`src/rtl/ntg_pkg.sv`:
```
`timescale 1ns / 1ps
// Package for the note square-wave tone generator: field widths, command and
// letter codes, the semitone ratio table and the structs passed between modules.
package ntg_pkg;

	localparam int DUR_W   = 16;
	localparam int FREQ_W  = 24;  // unsigned Q16.8 Hz
	localparam int HALF_W  = 15;
	localparam int CYC_W   = 16;
	localparam int PAUSE_W = 26;

	// floor(x / 125) = (x * RECIP_125) >> RECIP_SH, exact for x < 2^24
	localparam logic [23:0] RECIP_125 = 24'd8589935;
	localparam int          RECIP_SH  = 30;
	// 125 * 65536: at or above this the cycle count saturates
	localparam logic [22:0] CYC_SAT_LIMIT = 23'd8192000;
	localparam logic [CYC_W-1:0] CYC_MAX = '1;

	localparam logic CMD_LOAD = 1'b0;
	localparam logic CMD_TICK = 1'b1;

	localparam logic [3:0] LTR_A     = 4'd0;
	localparam logic [3:0] LTR_B     = 4'd1;
	localparam logic [3:0] LTR_C     = 4'd2;
	localparam logic [3:0] LTR_D     = 4'd3;
	localparam logic [3:0] LTR_E     = 4'd4;
	localparam logic [3:0] LTR_F     = 4'd5;
	localparam logic [3:0] LTR_G     = 4'd6;
	localparam logic [3:0] LTR_PAUSE = 4'd7;

	localparam logic [1:0] ACC_SHARP = 2'd1;
	localparam logic [1:0] ACC_FLAT  = 2'd2;

	// round(2^(s/12) * 1e9)
	localparam longint unsigned SEMI_RATIO [12] = '{
		64'd1000000000, 64'd1059463094, 64'd1122462048, 64'd1189207115,
		64'd1259921050, 64'd1334839854, 64'd1414213562, 64'd1498307077,
		64'd1587401052, 64'd1681792831, 64'd1781797436, 64'd1887748625
	};

	typedef enum logic [1:0] {
		MODE_IDLE  = 2'd0,
		MODE_TONE  = 2'd1,
		MODE_PAUSE = 2'd2
	} mode_t;

	typedef enum logic [1:0] {
		OP_TICK  = 2'd0,
		OP_TONE  = 2'd1,
		OP_PAUSE = 2'd2,
		OP_BAD   = 2'd3
	} op_t;

	typedef struct packed {
		op_t                op;
		logic [HALF_W-1:0]  half;
		logic [CYC_W-1:0]   cycles;
		logic [PAUSE_W-1:0] pause_us;
	} note_evt_t;

	typedef struct packed {
		logic level;
		logic busy;
		logic done;
		logic bad;
	} player_out_t;

	// semitone offset of a letter from A in the same octave, plus 12
	function automatic logic [3:0] letter_base(input logic [3:0] letter);
		logic [3:0] base;
		case (letter)
			LTR_A:   base = 4'd12;
			LTR_B:   base = 4'd14;
			LTR_C:   base = 4'd3;
			LTR_D:   base = 4'd5;
			LTR_E:   base = 4'd7;
			LTR_F:   base = 4'd8;
			LTR_G:   base = 4'd10;
			default: base = 4'd12;
		endcase
		return base;
	endfunction

endpackage

```
`src/rtl/ntg_cmd_if.sv`:
```
`timescale 1ns / 1ps
// Note command channel: valid/ready handshake with the note or tick word.
// Stands alone; widths match ntg_pkg.
interface ntg_cmd_if;
	logic        valid;
	logic        ready;
	logic        command;
	logic [3:0]  note_letter;
	logic [3:0]  octave;
	logic [1:0]  accidental;
	logic [15:0] duration_ms;

	modport source (
		output valid, command, note_letter, octave, accidental, duration_ms,
		input  ready
	);
	modport sink (
		input  valid, command, note_letter, octave, accidental, duration_ms,
		output ready
	);
endinterface

```
`src/rtl/ntg_res_if.sv`:
```
`timescale 1ns / 1ps
// Result channel: valid/ready handshake with the pin level and status word.
// Stands alone.
interface ntg_res_if;
	logic valid;
	logic ready;
	logic buzzer_level;
	logic busy_res;
	logic note_done;
	logic bad_note;

	modport source (
		output valid, buzzer_level, busy_res, note_done, bad_note,
		input  ready
	);
	modport sink (
		input  valid, buzzer_level, busy_res, note_done, bad_note,
		output ready
	);
endinterface

```
`src/rtl/ntg_note_calc.sv`:
```
`timescale 1ns / 1ps
// Note lookup: semitone index from letter, octave and accidental, then the
// constant frequency and half-period tables. Depends on ntg_pkg.
module ntg_note_calc #(
	parameter int NUM_OCTAVES = 10
) (
	input  logic [3:0]                 note_letter,
	input  logic [3:0]                 octave,
	input  logic [1:0]                 accidental,
	output logic [ntg_pkg::FREQ_W-1:0] freq,
	output logic [ntg_pkg::HALF_W-1:0] half
);
	import ntg_pkg::*;

	// index = d + 60, where d is the semitone distance from A4
	localparam int TAB_DEPTH = NUM_OCTAVES * 12 + 4;
	localparam int IDX_W     = $clog2(TAB_DEPTH);

	logic [FREQ_W-1:0] freq_tab [TAB_DEPTH];
	logic [HALF_W-1:0] half_tab [TAB_DEPTH];
	logic [3:0]        oct_sat;
	logic [3:0]        base;
	logic              inc;
	logic              dec;
	logic [IDX_W-1:0]  idx;

	for (genvar i = 0; i < TAB_DEPTH; i++) begin : g_tab
		localparam int KS    = i / 12 - 5;
		localparam int SH_UP = (KS >= 0) ? KS : 0;
		localparam int SH_DN = (KS < 0) ? -KS : 0;
		localparam longint unsigned RATIO = SEMI_RATIO[i % 12];
		localparam longint unsigned FNUM  = (64'd112640 * RATIO) << SH_UP;
		localparam longint unsigned FDEN  = 64'd1000000000 << SH_DN;
		localparam longint unsigned FVAL  = (FNUM + FDEN / 2) / FDEN;
		localparam longint unsigned PER   =
			(64'd1000000000000000 << SH_DN) / ((64'd440 * RATIO) << SH_UP);
		localparam longint unsigned HRAW  = PER / 2;
		localparam longint unsigned HVAL  =
			(HRAW > 64'd32767) ? 64'd32767 : ((HRAW == 64'd0) ? 64'd1 : HRAW);
		assign freq_tab[i] = FREQ_W'(FVAL);
		assign half_tab[i] = HALF_W'(HVAL);
	end

	always_comb begin
		oct_sat = (octave >= 4'(NUM_OCTAVES)) ? 4'(NUM_OCTAVES - 1) : octave;
		base    = letter_base(note_letter);
		inc     = (accidental == ACC_SHARP);
		dec     = (accidental == ACC_FLAT);
		idx     = IDX_W'({28'd0, oct_sat} * 32'd12 + {28'd0, base}
			+ {31'd0, inc} - {31'd0, dec});
		freq    = freq_tab[idx];
		half    = half_tab[idx];
	end

endmodule

```
`src/rtl/ntg_player.sv`:
```
`timescale 1ns / 1ps
// Playback state machine: tone half-period and cycle counters, pause counter
// and pin level, stepped once per decoded word. Depends on ntg_pkg.
module ntg_player (
	input  logic                 clk,
	input  logic                 arst_n,
	input  logic                 step,
	input  ntg_pkg::note_evt_t   evt,
	output ntg_pkg::player_out_t res
);
	import ntg_pkg::*;

	mode_t              mode_q, mode_d;
	logic [HALF_W-1:0]  hp_q, hp_d;
	logic [HALF_W-1:0]  hc_q, hc_d;
	logic [CYC_W-1:0]   cl_q, cl_d;
	logic [PAUSE_W-1:0] pl_q, pl_d;
	logic               pin_q, pin_d;
	logic [HALF_W-1:0]  hc_dec;
	logic [HALF_W-1:0]  hp_reload;
	logic [CYC_W-1:0]   cl_dec;
	logic [PAUSE_W-1:0] pl_dec;
	logic               done;
	logic               bad;

	always_ff @(posedge clk or negedge arst_n) begin
		if (!arst_n) begin
			mode_q <= MODE_IDLE;
			hp_q   <= '0;
			hc_q   <= '0;
			cl_q   <= '0;
			pl_q   <= '0;
			pin_q  <= 1'b0;
		end else if (step) begin
			mode_q <= mode_d;
			hp_q   <= hp_d;
			hc_q   <= hc_d;
			cl_q   <= cl_d;
			pl_q   <= pl_d;
			pin_q  <= pin_d;
		end
	end

	always_comb begin
		mode_d    = mode_q;
		hp_d      = hp_q;
		hc_d      = hc_q;
		cl_d      = cl_q;
		pl_d      = pl_q;
		pin_d     = pin_q;
		done      = 1'b0;
		bad       = 1'b0;
		hc_dec    = (hc_q != '0) ? hc_q - 1'b1 : hc_q;
		cl_dec    = (cl_q != '0) ? cl_q - 1'b1 : cl_q;
		pl_dec    = (pl_q != '0) ? pl_q - 1'b1 : pl_q;
		hp_reload = (hp_q == '0) ? HALF_W'(1) : hp_q;
		case (evt.op)
			OP_BAD: begin
				bad = 1'b1;
			end
			OP_PAUSE: begin
				mode_d = MODE_IDLE;
				hc_d   = '0;
				cl_d   = '0;
				pl_d   = '0;
				pin_d  = 1'b0;
				if (evt.pause_us == '0) begin
					done = 1'b1;
				end else begin
					mode_d = MODE_PAUSE;
					pl_d   = evt.pause_us;
				end
			end
			OP_TONE: begin
				mode_d = MODE_IDLE;
				hc_d   = '0;
				cl_d   = '0;
				pl_d   = '0;
				pin_d  = 1'b0;
				hp_d   = evt.half;
				if (evt.cycles == '0) begin
					done = 1'b1;
				end else begin
					mode_d = MODE_TONE;
					cl_d   = evt.cycles;
					hc_d   = evt.half;
					pin_d  = 1'b1;
				end
			end
			OP_TICK: begin
				case (mode_q)
					MODE_TONE: begin
						hc_d = hc_dec;
						if (hc_dec == '0) begin
							if (pin_q) begin
								pin_d = 1'b0;
								hc_d  = hp_reload;
							end else if (cl_dec == '0) begin
								// last low half done: end the tone
								mode_d = MODE_IDLE;
								hc_d   = '0;
								cl_d   = '0;
								pl_d   = '0;
								done   = 1'b1;
							end else begin
								pin_d = 1'b1;
								hc_d  = hp_reload;
								cl_d  = cl_dec;
							end
						end
					end
					MODE_PAUSE: begin
						pl_d = pl_dec;
						if (pl_dec == '0) begin
							mode_d = MODE_IDLE;
							done   = 1'b1;
						end
					end
					MODE_IDLE: begin
					end
					default: begin
						mode_d = MODE_IDLE;
						hc_d   = '0;
						cl_d   = '0;
						pl_d   = '0;
						pin_d  = 1'b0;
					end
				endcase
			end
			default: begin
			end
		endcase
		res.level = pin_d;
		res.busy  = (mode_d != MODE_IDLE);
		res.done  = done;
		res.bad   = bad;
	end

endmodule

```
`src/rtl/note_square_wave_tone_generator.sv`:
```
`timescale 1ns / 1ps
// Top level of one buzzer voice: input register, note lookup, cycle-count
// pipeline, playback state machine and result register. Depends on ntg_pkg,
// ntg_cmd_if, ntg_res_if, ntg_note_calc and ntg_player.
//
// Usage:
//  - cmd carries one word per handshake: a load (note letter, octave,
//    accidental, duration in ms) or a tick that stands for one microsecond.
//  - res returns exactly one word per accepted command word, in order: pin
//    level, busy, note done and bad note, all as they stand after that word.
//  - Pipeline: an accepted word passes through the input register, table
//    lookup, frequency times duration, divide by 256000 through a reciprocal
//    multiply, then the state update into the result register.
//  - Throughput: one word per clock cycle while res is taken; the playback
//    counters update with each word, so ticks can stream back to back.
//  - Stall: when res is not taken, the result holds and the pipeline stages
//    in front keep filling until every stage holds a word; then cmd.ready
//    drops.
//  - Reset: arst_n clears all pipeline valids and returns the voice to idle
//    with the pin low. No clearing pass is needed.
module note_square_wave_tone_generator #(
	parameter int NUM_OCTAVES = 10
) (
	input  logic       clk,
	input  logic       arst_n,
	ntg_cmd_if.sink    cmd,
	ntg_res_if.source  res
);
	import ntg_pkg::*;

	// stage 1: accepted word
	logic               v_s1;
	logic               command_s1;
	logic [3:0]         letter_s1;
	logic [3:0]         octave_s1;
	logic [1:0]         acc_s1;
	logic [DUR_W-1:0]   dur_s1;

	// stage 2: decoded op and table values
	logic               v_s2;
	op_t                op_s2;
	logic [FREQ_W-1:0]  freq_s2;
	logic [HALF_W-1:0]  half_s2;
	logic [DUR_W-1:0]   dur_s2;
	logic [PAUSE_W-1:0] pause_s2;

	// stage 3: frequency times duration, divided by 2048
	logic               v_s3;
	op_t                op_s3;
	logic [HALF_W-1:0]  half_s3;
	logic [PAUSE_W-1:0] pause_s3;
	logic               sat_s3;
	logic [22:0]        x_s3;

	// stage 4: finished note word
	logic               v_s4;
	note_evt_t          evt_s4;

	logic               out_valid_q;
	player_out_t        res_q;

	logic               en1, en2, en3, en4, en_out;
	op_t                op_dec;
	logic [FREQ_W-1:0]  freq_lk;
	logic [HALF_W-1:0]  half_lk;
	logic [39:0]        prod_f;
	logic [46:0]        prod_r;
	logic [CYC_W-1:0]   cyc;
	player_out_t        res_d;

	// a stage advances when it is empty or the next one advances
	assign en_out    = !out_valid_q || res.ready;
	assign en4       = !v_s4 || en_out;
	assign en3       = !v_s3 || en4;
	assign en2       = !v_s2 || en3;
	assign en1       = !v_s1 || en2;
	assign cmd.ready = en1;

	always_comb begin
		if (command_s1 == CMD_TICK) begin
			op_dec = OP_TICK;
		end else if (letter_s1 > LTR_PAUSE) begin
			op_dec = OP_BAD;
		end else if (letter_s1 == LTR_PAUSE) begin
			op_dec = OP_PAUSE;
		end else begin
			op_dec = OP_TONE;
		end
	end

	ntg_note_calc #(
		.NUM_OCTAVES(NUM_OCTAVES)
	) u_calc (
		.note_letter(letter_s1),
		.octave     (octave_s1),
		.accidental (acc_s1),
		.freq       (freq_lk),
		.half       (half_lk)
	);

	assign prod_f = {16'd0, freq_s2} * {24'd0, dur_s2};
	assign prod_r = {24'd0, x_s3} * {23'd0, RECIP_125};
	assign cyc    = sat_s3 ? CYC_MAX : prod_r[RECIP_SH +: CYC_W];

	always_ff @(posedge clk or negedge arst_n) begin
		if (!arst_n) begin
			v_s1        <= 1'b0;
			v_s2        <= 1'b0;
			v_s3        <= 1'b0;
			v_s4        <= 1'b0;
			out_valid_q <= 1'b0;
		end else begin
			if (en1) v_s1 <= cmd.valid;
			if (en2) v_s2 <= v_s1;
			if (en3) v_s3 <= v_s2;
			if (en4) v_s4 <= v_s3;
			if (en_out) out_valid_q <= v_s4;
		end
	end

	always_ff @(posedge clk) begin
		if (en1 && cmd.valid) begin
			command_s1 <= cmd.command;
			letter_s1  <= cmd.note_letter;
			octave_s1  <= cmd.octave;
			acc_s1     <= cmd.accidental;
			dur_s1     <= cmd.duration_ms;
		end
		if (en2 && v_s1) begin
			op_s2    <= op_dec;
			freq_s2  <= freq_lk;
			half_s2  <= half_lk;
			dur_s2   <= dur_s1;
			pause_s2 <= PAUSE_W'(dur_s1) * PAUSE_W'(1000);
		end
		if (en3 && v_s2) begin
			op_s3    <= op_s2;
			half_s3  <= half_s2;
			pause_s3 <= pause_s2;
			sat_s3   <= (prod_f[39:11] >= {6'd0, CYC_SAT_LIMIT});
			x_s3     <= prod_f[33:11];
		end
		if (en4 && v_s3) begin
			evt_s4.op       <= op_s3;
			evt_s4.half     <= half_s3;
			evt_s4.cycles   <= cyc;
			evt_s4.pause_us <= pause_s3;
		end
		if (en_out && v_s4) begin
			res_q <= res_d;
		end
	end

	ntg_player u_player (
		.clk   (clk),
		.arst_n(arst_n),
		.step  (en_out && v_s4),
		.evt   (evt_s4),
		.res   (res_d)
	);

	assign res.valid        = out_valid_q;
	assign res.buzzer_level = res_q.level;
	assign res.busy_res     = res_q.busy;
	assign res.note_done    = res_q.done;
	assign res.bad_note     = res_q.bad;

endmodule

```
`src/flat_wrapper.sv`:
```
// flat-port wrapper written by rule: the top's interface ports become plain ports
module note_square_wave_tone_generator_flat import ntg_pkg::*;
#(
	parameter int NUM_OCTAVES = 10
)
  (clk, arst_n, cmd_valid, cmd_command, cmd_note_letter, cmd_octave, cmd_accidental, cmd_duration_ms, cmd_ready, res_valid, res_buzzer_level, res_busy_res, res_note_done, res_bad_note, res_ready);
  ntg_cmd_if cmd_i ();
  ntg_res_if res_i ();
  input  logic clk;
  input  logic arst_n;
  input wire logic [$bits(cmd_i.valid)-1:0] cmd_valid;
  input wire logic [$bits(cmd_i.command)-1:0] cmd_command;
  input wire logic [$bits(cmd_i.note_letter)-1:0] cmd_note_letter;
  input wire logic [$bits(cmd_i.octave)-1:0] cmd_octave;
  input wire logic [$bits(cmd_i.accidental)-1:0] cmd_accidental;
  input wire logic [$bits(cmd_i.duration_ms)-1:0] cmd_duration_ms;
  output wire logic [$bits(cmd_i.ready)-1:0] cmd_ready;
  output wire logic [$bits(res_i.valid)-1:0] res_valid;
  output wire logic [$bits(res_i.buzzer_level)-1:0] res_buzzer_level;
  output wire logic [$bits(res_i.busy_res)-1:0] res_busy_res;
  output wire logic [$bits(res_i.note_done)-1:0] res_note_done;
  output wire logic [$bits(res_i.bad_note)-1:0] res_bad_note;
  input wire logic [$bits(res_i.ready)-1:0] res_ready;
  assign cmd_i.valid = cmd_valid;
  assign cmd_i.command = cmd_command;
  assign cmd_i.note_letter = cmd_note_letter;
  assign cmd_i.octave = cmd_octave;
  assign cmd_i.accidental = cmd_accidental;
  assign cmd_i.duration_ms = cmd_duration_ms;
  assign cmd_ready = cmd_i.ready;
  assign res_valid = res_i.valid;
  assign res_buzzer_level = res_i.buzzer_level;
  assign res_busy_res = res_i.busy_res;
  assign res_note_done = res_i.note_done;
  assign res_bad_note = res_i.bad_note;
  assign res_i.ready = res_ready;
  note_square_wave_tone_generator #(.NUM_OCTAVES(NUM_OCTAVES)) u_core (.clk(clk), .arst_n(arst_n), .cmd(cmd_i), .res(res_i));
endmodule
```
`config.mk`:
```
export PLATFORM = sky130hd
export DESIGN_NAME = note_square_wave_tone_generator_flat
export DESIGN_NICKNAME = d
export VERILOG_FILES = /design/src/rtl/ntg_pkg.sv /design/src/rtl/ntg_cmd_if.sv /design/src/rtl/ntg_res_if.sv /design/src/rtl/ntg_note_calc.sv /design/src/rtl/ntg_player.sv /design/src/rtl/note_square_wave_tone_generator.sv /design/src/flat_wrapper.sv
export SDC_FILE = /design/constraint.sdc
export NUM_CORES = 2
export LEC_CHECK = 0
export ABC_AREA = 1
export BUFFER_PORTS_ARGS = -buffer_cell sky130_fd_sc_hd__buf_4
export CORE_MARGIN = 4
export CORE_UTILIZATION = 35
export CTS_CLUSTER_DIAMETER = 80
export DETAILED_ROUTE_END_ITERATION = 7
export GPL_TIMING_DRIVEN = 0
export PLACE_DENSITY_LB_ADDON = 0.3
export SETUP_SLACK_MARGIN = 0.15
export SLEW_MARGIN = 0
export SYNTH_ARGS = -nofsm -noshare
export SYNTH_HDL_FRONTEND = slang
export SYNTH_SLANG_ARGS = --single-unit
```
`constraint.sdc`:
```
create_clock -name clk -period 13.5 [get_ports clk]
set_input_delay 0.675 -clock clk [delete_from_list [all_inputs] [get_ports clk]]
set_output_delay 0.675 -clock clk [all_outputs]
set_load 0.02 [all_outputs]
```
== Yosys cells after proc, flatten, opt, wreduce, memory -nomap -nowiden ==
Memory sizes are Yosys's and may differ from the RTL's. A register that Yosys moved wholly into a read port is not among the register bits.
Index checks and enable logic that the tools add are counted.

* Register bits: 272
* Memory bits (read-only): 4992
* Bits of input ports: 31
* Output and inout port bits: 6
* Word-level logic and storage cells: 149
* Memories: 2

* Add/subtract/negate cells: 6
* Multiply operators: 4
* $lt $le $gt $ge: 3
* Eq/ne operators: 19
* Mux-type cells: 49
* Bitwise logic cells: 1
* Reduce and logical (&&, ||, !) cells: 33

{| class="wikitable"
|+ Memory list
! memory !! depth !! bits a word !! rd ports !! clocked after Yosys merged registers in !! write ports !! line !! text
|-
| (no name shown) || 128 || 24 || 1 || 1 || 0 || ntg_note_calc.sv:51 || <nowiki>freq = freq_tab[idx];</nowiki>
|-
| (no name shown) || 128 || 15 || 1 || 1 || 0 || ntg_note_calc.sv:52 || <nowiki>half = half_tab[idx];</nowiki>
|}

{| class="wikitable"
|+ Operators with widths
! cell !! count
|-
| $pmux 26 s3 || 2
|-
| $mux 26 || 5
|-
| $mux 15 || 6
|-
| $mux 16 || 5
|-
| $logic_not 26->1 || 2
|-
| $pmux 16 s3 || 1
|-
| $mul 23x24->46 const B || 1
|-
| $pmux 15 s3 || 1
|-
| $mul 24x16->40 || 1
|-
| $logic_not 16->1 || 2
|-
| $pmux 16 s2 || 1
|-
| $logic_not 15->1 || 2
|-
| $pmux 15 s2 || 1
|-
| $ge 29x23->1 const B || 1
|-
| $reduce_bool 26->1 || 1
|-
| $sub 26x1->26 const B || 1
|-
| $pmux 4 s6 || 1
|-
| $mul 16x7->23 const B || 1
|-
| $eq 4x3->1 const B || 4
|-
| $reduce_bool 16->1 || 1
|-
| $sub 16x1->16 const B || 1
|-
| $reduce_bool 15->1 || 1
|-
| $sub 15x1->15 const B || 1
|-
| $mux 2 || 7
|-
| 29 further kinds || 65
|}

== Depth between registers and ports, before layout ==
* Depth after elaboration: 9
* Depth in mapped cells: 31
* Gate-level depth less buffers: 30

== Cells and area by module ==
Synthesis repeated with hierarchy kept, for this count alone.

* Cell total of the unflattened synthesis: 5582
* Area total of the unflattened synthesis: 43296.5 µm²

{| class="wikitable"
|+ Modules (own cells, without submodules)
! module !! instances !! cells an instance !! area an instance (µm²) !! seq. area each (µm²)
|-
| note_square_wave_tone_generator || 1 || 3439 || 31816.8 || 7001.7
|-
| ntg_player || 1 || 996 || 6274.8 || 1876.8
|-
| ntg_note_calc || 1 || 1147 || 5205.0 || 0.0
|}

== Worst setup path before layout ==
No wires, ideal clock.

* Kind: register to register
* Start: register u_core.freq_s2[13]
* End: register u_core.sat_s3, data pin
* Library setup time: 0.260 ns
* Data arrival time: 5.548 ns
* Data required time: 13.240 ns
* Setup slack: 7.692 ns
* Cell stages (with the launch flop): 29
* Path buffers: 2
* Clock period less this slack: 5.808 ns
* Cell sequence: edfxtp_1 clkbuf_1 clkbuf_1 nand2_1 fa_1 inv_1 fa_1 inv_1 fa_1 inv_1 fa_1 fa_1 inv_1 fa_1 inv_1 ha_1 nand2_1 nand2_1 a31oi_1 o21ai_0 nand2_1 nand2_1 a21oi_1 o21ai_1 xor2_1 inv_1 nand2_1 nor2_1 nand3_1

* Longest elaborated chain between the ends: 2

{| class="wikitable"
|+ Ends and longest elaborated chain
! element !! line !! text
|-
| from (decl) || note_square_wave_tone_generator.sv:42 || <nowiki>logic [FREQ_W-1:0] freq_s2;</nowiki>
|-
| $mul 24x16->40 || note_square_wave_tone_generator.sv:101 || <nowiki>assign prod_f = {16'd0, freq_s2} * {24'd0, dur_s2};</nowiki>
|-
| $ge 29x23->1 || note_square_wave_tone_generator.sv:140 || <nowiki>sat_s3 <= (prod_f[39:11] >= {6'd0, CYC_SAT_LIMIT});</nowiki>
|-
| to (signal assigned) || note_square_wave_tone_generator.sv:140 ||
|-
| to (decl) || note_square_wave_tone_generator.sv:52 || <nowiki>logic sat_s3;</nowiki>
|}

No other way between the ends.
A chain may end at the register's enable or synchronous reset.

== Worst setup path in the final report ==
* Start: register u_core.freq_s2[15]
* End: register u_core.sat_s3, data pin

Same word-level chain as after synthesis.

==> flow_summary.ini <==
[clock_network]
post_cts_buffers = 0
cts_sinks = 308
root_buffer = clkbuf_16
hold_buffers = 0
cts_tree = yes
clk_pin_slew_ps = 60
clk_latency_ps = 560
cts.htree.levels = 2
clockBufferDepth = 3
cts_buffers = 35
cts_resized = 0

[sta]
rsz0062_at_grt = no
fin_crit_ps = 7202
worst_pin_slew_ps = 1154
fmax_mhz = 138.9
skew_ps = 29.95
timing.final.crit_share_pct = 53.35
finalHoldViolCount = 0
maxSlewViolCount = 0
tns_ps = 0
setup_violations = 0
slew_headroom_pct = 23.05

[outcome]
violations = design-rule violations
status = complete, but fails checks

[placement]
postPlaceCellArea_mm2 = 0.04363
port_buffers = 36
place_hpwl_um = 113500
gp_congestion = 1.005

[global_route]
antenna_found_initial = 7
grt_max_degree = 81
overflow = 0
grt_pass1_wl_um = 211200
track_usage_pct = 22.53
grt_pass1_vias = 34880

[detailed_routing]
vias = 34570
drt_iter0_markers = 3120
drc_errors = 1
firstDrtPassIters = 8
wl_per_cell_um = 20.66
drt_wl_total_um = 138600
ant_nets = 0
vias_per_cell = 5.154

[finish]
fillers = 12120
stdcell_area_mm2 = 0.04478
area_delta_synth_final_pct = 8.228
layout-drive-gt1-share_pct = 4.285
regArea_mm2 = 0.008848
nets = 6131
layout_common_cells = 1163 x inv_1, 1076 x nand2_1, 503 x fa_1
final_common_cell = inv_1
multiInputGateArea_mm2 = 0.02743
post-route-util_pct = 38.33

[logic_synthesis]
synthArstFlopShare_pct = 25.97
ys_types = 69
synth.net_count = 6055
syn_avg_cell_area_um2 = 8.143
synth_seq_area_share_pct = 21.39
synthCells = 5081
synth_area_leaders = fa_1 24%, edfxtp_1 17%, ha_1 13%
yosysTopAreaCell = fa_1
yosysTopAreaCellShare_pct = 24.34
synth-main-ff-cell = edfxtp_1
synth_seq_cells = 308
synth_area_mm2 = 0.04138
synth_edf_count = 228
yosys_warnings = 0

[min_path]
min_path_type = input pin to async pin

[worst_setup_path]
cp_max_fo = 10
cp-end-kind = flop
required_ps = 13810
path_class = flop to flop
start_kind = flop
cp_data_arrival_time_ps = 7510

[floorplan]
die_h_um = 351.8
die_x_um = 351.8
initial_utilization_pct = 35.42
rows = 125
core_area_mm2 = 0.1168
io_pins = 37
dieArea_mm2 = 0.1238

[run]
maxCapViolCount = 0
[final cells by class]
class	count	area share, %
Tap cell	1524	4.258
Sequential cell	308	19.76
Clock inverter	15	0.3688
Buffer	150	1.523
Clock buffer	46	2.188
Inverter	1179	9.902
Timing Repair Buffer	39	0.7376
Multi-Input combinational cell	3444	61.25
Antenna cell	2	0.01118
[state kept, by name, summed over array words and instances (netlist names), 16 cells and up]
register              count
u_core.pause_s2          21
u_core.x_s3              23
u_core.dur_s1            16
u_core.pause_s3          23
u_core.dur_s2            16
u_core.u_player.pl_q     26
u_core.u_player.cl_q     16
u_core.freq_s2           23
u_core.evt_s4            56
[critical path, cell delays in order, from the launching register on]
cell,delay (ps)
edfxtp_1,320
clkbuf_1,520
clkbuf_1,710
nand2_1,170
fa_1,570
inv_1,50
fa_1,490
fa_1,610
fa_1,460
fa_1,520
fa_1,470
ha_1,410
a21oi_1,290
nand2_1,110
a21oi_1,300
nand2_1,90
a21oi_1,320
o21ai_1,110
xor2_1,150
inv_1,60
nand2_1,40
nor2_1,90
nand3_1,80
[per-stage QoR]
stage | hold WS, ps | std cells | setup WS [ps]
after detailed placement | 404.5 | 6644 | 6339
after global placement | 401.9 | 6641 | 6377
final | 280.6 | 6707 | 6298
after global routing | 281.6 | 6705 | 5954
after floorplan | 379.4 | 5081 | 7692
after CTS | 269.1 | 6705 | 6375
[routing by layer]
layer | track usage (%) | part of all wire [%] | up-vias
li1 | - | - | 16070
met1 | 30.53 | 43 | 16780
met2 | 35.77 | 44 | 1420
met5 | 0 | 0.040 | -
met4 | 8.277 | 4.2 | 6
met3 | 4.486 | 8.1 | 298
[kinds of logic (layout without fill, tap and decap cells)]
group / count (synthesis) / after routing / share of synthesized area, %
flip-flops: 308 / 308 / 21.39
adder cells (fa/ha/maj): 943 / 943 / 37.64
AO/OA/AOI/OAI: 678 / 678 / 9.535
XOR/XNOR: 54 / 54 / 1.288
buffers and inverters: 1329 / 1429 / 12.36
multiplexers: 8 / 8 / 0.2177
other: 0 / 2 / 0
AND/OR/NAND/NOR: 1761 / 1761 / 17.57
[synthesized netlist by cell type, types with 4 or more instances]
master and count:
nand3_2 4, a21o_1 22, nor2_1 341, nor4_1 10, ha_1 440, nand4_1 42, o32ai_1 4, a32oi_1 4
o21ai_0 286, o21a_1 5, xor2_1 35, o22ai_1 25, dfrtp_1 80, or2_2 8, mux2_2 8, o221ai_1 12
inv_1 1165, a31oi_1 32, nor2_2 18, nor3_1 30, o21bai_1 15, o21ai_1 15, a221oi_1 6, buf_1 7
buf_2 17, xnor2_1 14, clkbuf_1 115, o2111ai_1 10, a211oi_1 7, nand3b_1 12, inv_2 11, a21oi_1 163
fa_1 503, nand3_1 191, nand2_2 16, nand2_1 1076, o21ai_2 17, buf_6 6, edfxtp_1 228, o31ai_1 11
nand2_4 4, o211ai_1 30
[final timing paths]
kind | depth (start not counted) | from | to | slack, ps
max | 22 | u_core.freq_s2[15]$_DFFE_PP_ | u_core.sat_s3$_DFFE_PP_ | 6300
min | 1 | arst_n | u_core.u_player.cl_q[14]$_DFFE_PN0P_ | 280
max reg2reg | 22 | u_core.freq_s2[15]$_DFFE_PP_ | u_core.sat_s3$_DFFE_PP_ | 6300
min reg2reg | 0 | u_core.half_s2[9]$_DFFE_PP_ | u_core.half_s3[9]$_DFFE_PP_ | 410
max in group asynchronous | 1 | arst_n | u_core.u_player.pl_q[19]$_DFFE_PN0P_ | 12390
min in group clk | 1 | cmd_duration_ms[9] | u_core.dur_s1[9]$_DFFE_PP_ | 300
Power is not shown: default switching activity piles up to over one toggle a cycle in this logic, so the estimate is an artifact.
